**src/cps_pkg.sv**
```systemverilog
// Shared types, codes and fixed-point constants of the clock PI servo.
package cps_pkg;

  localparam int FREQ_FRAC_BITS = 16;
  localparam int GAIN_FRAC_BITS = 24;
  localparam int WEIGHT_FRAC_BITS = 16;
  localparam int TERM_SHIFT = GAIN_FRAC_BITS + WEIGHT_FRAC_BITS - FREQ_FRAC_BITS;

  localparam int CFG_INDEX_W = 3;
  localparam int CFG_DATA_W = 47;

  // Longest sample spacing that still waits: 1000 s less the 0.1% margin.
  localparam logic [63:0] WAIT_DIFF_MAX = 64'd999000999000;
  // Wait while spacing * 1001 * ki < 0.016 s * 1e12 in gain format.
  localparam logic [127:0] WAIT_LIMIT = 128'(64'd16000000000) << GAIN_FRAC_BITS;
  localparam logic [63:0] ONE_E9_FIXED = 64'd1000000000 << FREQ_FRAC_BITS;
  localparam logic [127:0] TERM_SAT = 128'd1 << 60;
  localparam logic [63:0] DRIFT_SAT = 64'd1 << 61;
  localparam logic [63:0] DRIFT_Q_CAP = 64'd1 << 62;

  typedef enum logic [CFG_INDEX_W-1:0] {
    REG_PROP_GAIN       = 3'd0,
    REG_INTEG_GAIN      = 3'd1,
    REG_MAX_FREQ_PPB    = 3'd2,
    REG_STEP_LIMIT_NS   = 3'd3,
    REG_FIRST_STEP_NS   = 3'd4,
    REG_RAMP_LENGTH_NS  = 3'd5,
    REG_START_DRIFT     = 3'd6
  } cfg_reg_t;

  typedef enum logic [1:0] {
    ST_UNLOCKED = 2'd0,
    ST_JUMP     = 2'd1,
    ST_LOCKED   = 2'd2
  } lock_state_t;

  typedef enum logic [0:0] {
    ARITH_MUL = 1'b0,
    ARITH_DIV = 1'b1
  } arith_op_t;

  // For a multiply a[63:0] * b; for a divide a / b limited to cap.
  typedef struct packed {
    logic         start;
    arith_op_t    op;
    logic [127:0] a;
    logic [63:0]  b;
    logic [63:0]  cap;
  } arith_req_t;

  typedef struct packed {
    logic         done;
    logic [127:0] res;
  } arith_rsp_t;

endpackage

```
**src/cps_arith.sv**
```systemverilog
// Shared bit-serial unit: 64x64 multiply and saturating 128/64 divide, one bit per cycle.
module cps_arith (
  input  logic               clk,
  input  logic               rst,
  input  cps_pkg::arith_req_t req,
  output cps_pkg::arith_rsp_t rsp
);
  import cps_pkg::*;

  logic         busy;
  logic         done_r;
  logic [5:0]   cnt;
  arith_op_t    op_r;
  logic [127:0] acc;
  logic [127:0] ma;
  logic [63:0]  mb;
  logic [63:0]  rem;
  logic [63:0]  nlo;
  logic [63:0]  dv;
  logic [63:0]  q;
  logic [63:0]  cap_r;
  logic [64:0]  r2;
  logic [64:0]  r2_sub;
  logic         take;
  logic [63:0]  rem_next;
  logic         div_ovf;

  assign r2       = {rem, nlo[63]};
  assign r2_sub   = r2 - {1'b0, dv};
  assign take     = (r2 >= {1'b0, dv});
  assign rem_next = take ? r2_sub[63:0] : r2[63:0];
  // A quotient that would not fit in 64 bits goes straight to the cap.
  assign div_ovf  = (req.a[127:64] >= req.b);

  always_ff @(posedge clk) begin
    if (rst) begin
      busy   <= 1'b0;
      done_r <= 1'b0;
      cnt    <= '0;
    end else begin
      done_r <= 1'b0;
      if (req.start) begin
        cnt <= '0;
        if (req.op == ARITH_DIV && div_ovf) begin
          busy   <= 1'b0;
          done_r <= 1'b1;
        end else begin
          busy <= 1'b1;
        end
      end else if (busy) begin
        cnt <= cnt + 6'd1;
        if (cnt == 6'd63) begin
          busy   <= 1'b0;
          done_r <= 1'b1;
        end
      end
    end
  end

  always_ff @(posedge clk) begin
    if (req.start) begin
      op_r  <= req.op;
      acc   <= '0;
      ma    <= {64'd0, req.a[63:0]};
      mb    <= req.b;
      rem   <= req.a[127:64];
      nlo   <= req.a[63:0];
      dv    <= req.b;
      cap_r <= req.cap;
      q     <= (req.op == ARITH_DIV && div_ovf) ? req.cap : 64'd0;
    end else if (busy) begin
      unique case (op_r)
        ARITH_MUL: begin
          if (mb[0]) begin
            acc <= acc + ma;
          end
          ma <= ma << 1;
          mb <= mb >> 1;
        end
        ARITH_DIV: begin
          rem <= rem_next;
          q   <= {q[62:0], take};
          nlo <= nlo << 1;
        end
        default: begin
        end
      endcase
    end
  end

  always_comb begin
    rsp.done = done_r;
    unique case (op_r)
      ARITH_MUL: rsp.res = acc;
      ARITH_DIV: rsp.res = {64'd0, (q < cap_r) ? q : cap_r};
      default:   rsp.res = acc;
    endcase
  end

endmodule

```
**config.mk**
```make
export PLATFORM = sky130hd
export DESIGN_NAME = cps_arith
export DESIGN_NICKNAME = d
export VERILOG_FILES = /design/src/cps_pkg.sv /design/src/cps_arith.sv
export SDC_FILE = /design/constraint.sdc
export NUM_CORES = 2
export LEC_CHECK = 0
export ABC_AREA = 1
export BUFFER_PORTS_ARGS = -buffer_cell sky130_fd_sc_hd__buf_2
export CORE_ASPECT_RATIO = 0.75
export CORE_MARGIN = 4
export CORE_UTILIZATION = 50
export CTS_CLUSTER_DIAMETER = 60
export DETAILED_ROUTE_END_ITERATION = 10
export PLACE_DENSITY = 0.68
export SYNTH_ARGS = -nofsm -noshare
export SYNTH_HDL_FRONTEND = slang
export SYNTH_SLANG_ARGS = --single-unit
```
**constraint.sdc**
```tcl
create_clock -name clk -period 25.5 [get_ports clk]
set_input_delay 2.55 -clock clk [delete_from_list [all_inputs] [get_ports clk]]
set_output_delay 2.55 -clock clk [all_outputs]
set_load 0.01 [all_outputs]
```
---- Word level (Yosys, flattened, before mapping) ----
Index checks and enable logic that the tools add are counted.
Widths: inputs -> output; s select.
storage, ports and cells
  register bits after elaboration ......... 649
  output and inout port bits .............. 129
  input bits .............................. 260
  word-level logic and storage cells ...... 57
cells by class
  bitwise logic cells ..................... 1
  equal/unequal tests ..................... 2
  reductions and logical operators ........ 8
  $add $sub $neg .......................... 3
  mux-type cells .......................... 27
  order comparisons ....................... 3
operators with widths
  operator             number
  $mux 64              18
  $pmux 128 s2         1
  $add 128x128->128    1
  $ge 65x64->1         1
  $ge 64x64->1         1
  $lt 64x64->1         1
  $sub 64x64->64       1
  $mux 1               8
  $add 6x1->6 const B  1
  $eq 6x6->1 const B   1
  $reduce_and 2->1     3
  $reduce_bool 2->1    2
  $reduce_and 3->1     1
  $ne 2x2->1 const B   1
  $reduce_or 2->1      1
  $logic_and 1x1->1    1
  $not 1->1            1

---- Logic depth before layout (Yosys ltp) ----
  depth in word-level cells ............... 5
  depth in mapped cells ................... 19

---- Worst setup path after synthesis ----
OpenSTA, ideal clock, no wires.
  path kind ............................... register -> register
  start ................................... reg op_r
  end ..................................... reg nlo[0], enable pin
  data required time ...................... 24,490 ps
  cell stages (with the launch flop) ...... 4
  slack ................................... 10,489 ps
  data arrival time ....................... 14,002 ps
  buffers on the path ..................... 1
  path through ............................ edfxtp_1 > inv_1 > clkbuf_1 > o21ai_0
between the ends
  longest elaborated chain between the ends .. 2
RTL lines
  element                      RTL line         source
  from (decl)                  cps_arith.sv:13  arith_op_t op_r;
  from (signal assigned)       cps_arith.sv:62  op_r <= req.op;
  $reduce_bool 2->1 (no line)  n/a
  $reduce_and 2->1 (no line)   n/a
  to (signal assigned)         cps_arith.sv:67  nlo <= req.a[63:0];
  to (signal assigned)         cps_arith.sv:83  nlo <= nlo << 1;
  to (decl)                    cps_arith.sv:18  logic [63:0] nlo;
Every way passes these cells.
A chain may end at the register's enable or synchronous reset.

==> results.toml <==
[grt]
grt_max_degree = 153
overflow = 0
grt.total_usage_pct = 36.32
grt_pass1_vias = 46240
antenna_found_initial = 10
grt_pass1_wl_um = 286100

[clock_tree]
postCtsHoldBufs = 0
post_cts_buffers = 0
clock_path_buffers = 3
cts.repair.resized = 0
clock-sinks = 649
cts_tree = "yes"
clkTransAtPathRegs_ns = 0.06
cts_buffers = 75
cts_htree_levels = 3
clk_latency_ns = 0.71
cts_root_buf = "clkbuf_16"

[worst_setup_path]
crit_type = "flip-flop to primary output"
r2r_slack_ns = 20.57
crit_fanout = 34
startpoint_type = "flip-flop"
r2r.worst_path.cells = 7
r2r_start = "op_r"
end_kind = "primary output"
r2r-end = "ma[40]"
worstPathArrival_ns = 3.90
crit_required_ns = 22.95

[detailed_routing]
via_count = 50110
wl_per_cell_um = 20.73
dr.pass1.iters = 7
drtAntennaViolNets = 0
via_per_inst = 5.350
drc = 0
drtIter0Drc = 6083
wl_um = 194100

[die]
core_area_um2 = 97860
boundaryPins = 389
start_util_pct = 50.75
dieWidth_um = 371.9
dieArea_um2 = 104500
die_y_um = 280.9
rows = 99

[sta]
post-route-period-util_pct = 25.28
slew_viol_final = 0
setup_violations = 0
clock_skew_ns = 0.06228
slew-limit-headroom_pct = 21.91
tightest_slew_ns = 1.171
setup_tns_ns = 0
fmax_mhz = 155.1
min_period_ns = 6.446
rsz0062_at_grt = "false"
final_hold_viol_count = 0

[power]
p_clk_share_pct = 33.1
peakVddDrop_v = 0.00006857
sequentialPowerShare_pct = 37.2
p_int_uw = 2239
switchingPower_uw = 1281
p_leak_uw = 0.03023
swShare_pct = 36.38
p_per_area_nw_per_um2 = 63.56
p_comb_share_pct = 29.7

[synthesis]
synth-adder-area-share_pct = 8.118
ys_types = 38
ys.warnings.count = 0
ys_seq_elements = 649
synthCells = 7688
synth_compound_area_share_pct = 7.425
synth-simple-area-share_pct = 34.78
syn_area_per_cell_um2 = 6.459
synth_top_family_by_area = "simple AND/OR/NAND/NOR gates"
synth_top_area_share_pct = 27.15
synth_top_area_cell = "edfxtp_1"
ys_async_sr_fraction_pct = 0
synth_fp_nets = 8269
synth_xor_area_share_pct = 1.658
yosysSeqAreaShare_pct = 35.21
synth_flop_cell = "edfxtp_1"
synth-edff-count = 449
synth_area_um2 = 49660
synth.area.top_cells = "edfxtp_1, nand2_1, inv_1"
synthMuxAreaShare_pct = 0

[min_path]
hold_path.class = "flip-flop to flip-flop"
hp-start = "cnt[5]"
whs_path_depth = 2
hold_path_end = "cnt[5]"

[layout]
final_cells = 9367
layout-drive-gt1-share_pct = 7.296
fillCellCount = 9871
nNetsFinal = 8566
syn_to_final_growth_pct = 11.51

[placement]
placed_cells = 9221
port_buffers = 388
gp_congestion = 1.067
dp_hpwl_um = 155600

[run]
cap_violations = 0

[status]
status = "finished, final reports clean"
## worst max-delay path by stage
stage | from | cells past startpoint | endpoint | slack, ns
after floorplan | op_r | 3 | nlo[0] | 10.49
after CTS | q[62] | 12 | rsp[17] | 19.10
after global routing | q[62] | 14 | rsp[1] | 18.79
after detailed placement | req[257] | 5 | nlo[39] | 19.70
after global placement | req[257] | 5 | nlo[39] | 19.78
final | q[61] | 12 | rsp[30] | 19.05
## logic make-up (layout without fill, tap and decap cells)
family | after synthesis | after routing
and+or+nand+nor | 4270 | 4270
xor gates and xnor gates | 94 | 94
DFF | 649 | 649
other | 0 | 8
adders and majority gates | 321 | 321
buffers and inverters | 1665 | 2023
AOI/OAI and AO/OA | 689 | 689
## Yosys cell counts, types with 2 or more instances
library cell  number
nand2_1         2973
inv_1           1453
nor2_1           643
edfxtp_1         449
nand3_1          410
ha_1             319
a21oi_1          307
o21ai_0          270
dfxtp_1          200
clkbuf_1         138
nand3b_1         126
o21bai_1          74
xor2_1            59
nor3_1            47
nand4_1           39
xnor2_1           35
buf_2             25
buf_1             20
inv_2             17
o21ai_1           14
nor2_2            11
buf_6              9
o21a_1             9
nand2_2            7
and2_1             6
o211ai_1           6
a31oi_1            5
a21o_1             3
buf_4              2
fa_1               2
nor4_1             2
or2_2              2
## state kept, by name (all words and copies together) (netlist names)
name / count
mb: 64
op_r: 1
cnt: 6
cap_r: 64
acc: 128
nlo: 64
done_r: 1
rem: 64
busy: 1
q: 64
ma: 128
dv: 64
## per-stage QoR
step                worst slack (ns)  power [µW]  hold WS (ns)  util (%)  cell area (µm²)
finish                         19.05        3520        0.4831     56.59            55370
global route                   18.79        3682        0.5132     56.57            55360
CTS                            19.10        3501        0.4794     56.57            55350
detailed placement             19.70        2338        0.4703     53.87            52710
global placement               19.78        2325        0.4582     53.87            52710
floorplan                      10.49        1994        0.4450         -            49660
## placed cells by master, fill, tap and decap left out, types with 9 or more instances in the layout
cell type  instances
a21oi_1          306
buf_2            387
buf_4             24
bufinv_16          9
clkbuf_1          11
clkbuf_16         75
clkinv_2          11
dfxtp_1          200
edfxtp_1         449
ha_1             319
inv_1           1449
inv_2             19
nand2_1         2969
nand2_2            9
nand3_1          409
nand3b_1         126
nand4_1           39
nor2_1           642
nor2_2            10
nor3_1            47
o21a_1             9
o21ai_0          269
o21ai_1           14
o21bai_1          74
xnor2_1           35
xor2_1            59
## per-layer routing
metal	global-route usage, %	share of wire (%)
met5	0.4579	0.047
met1	54.87	46
met4	10.60	3.1
met3	8.984	11
met2	50.76	39
## critical path: stages (launching register included)
cell and delay, ns:
edfxtp_1 0.42, ha_1 0.32, nand2_1 0.05, nor2_1 0.19, nand4_1 0.22, nor3_1 0.36, a21oi_4 0.11, nand2_2 0.54
buf_4 0.50, nand2_1 0.09, nand3_1 0.08, nand2_1 0.13, buf_2 0.17
## layout make-up
| cell class | count | area (µm²) | share of cell area, % |
|---|---|---|---|
| diodes | 8 | 20.02 | 0.03615 |
| clock buffers | 93 | 2014 | 3.638 |
| clock inverters | 45 | 629.4 | 1.137 |
| inverters | 1471 | 5534 | 9.994 |
| multi-input cells | 5374 | 25870 | 46.73 |
| flip-flops and latches | 649 | 17490 | 31.58 |
| well taps | 1313 | 1643 | 2.967 |
| repair buffers | 414 | 2172 | 3.923 |
## power groups by stage
stage,Sequential [µW],Combinational (µW),Clock (µW)
4_1_cts,1310,1020,1180
6_report,1310,1040,1170
2_1_floorplan,1320,675,0
3_5_place_dp,1330,1010,0
3_3_place_gp,1320,1000,0
5_1_grt,1320,1140,1220
No activity file was read; power rests on OpenSTA's default activity.
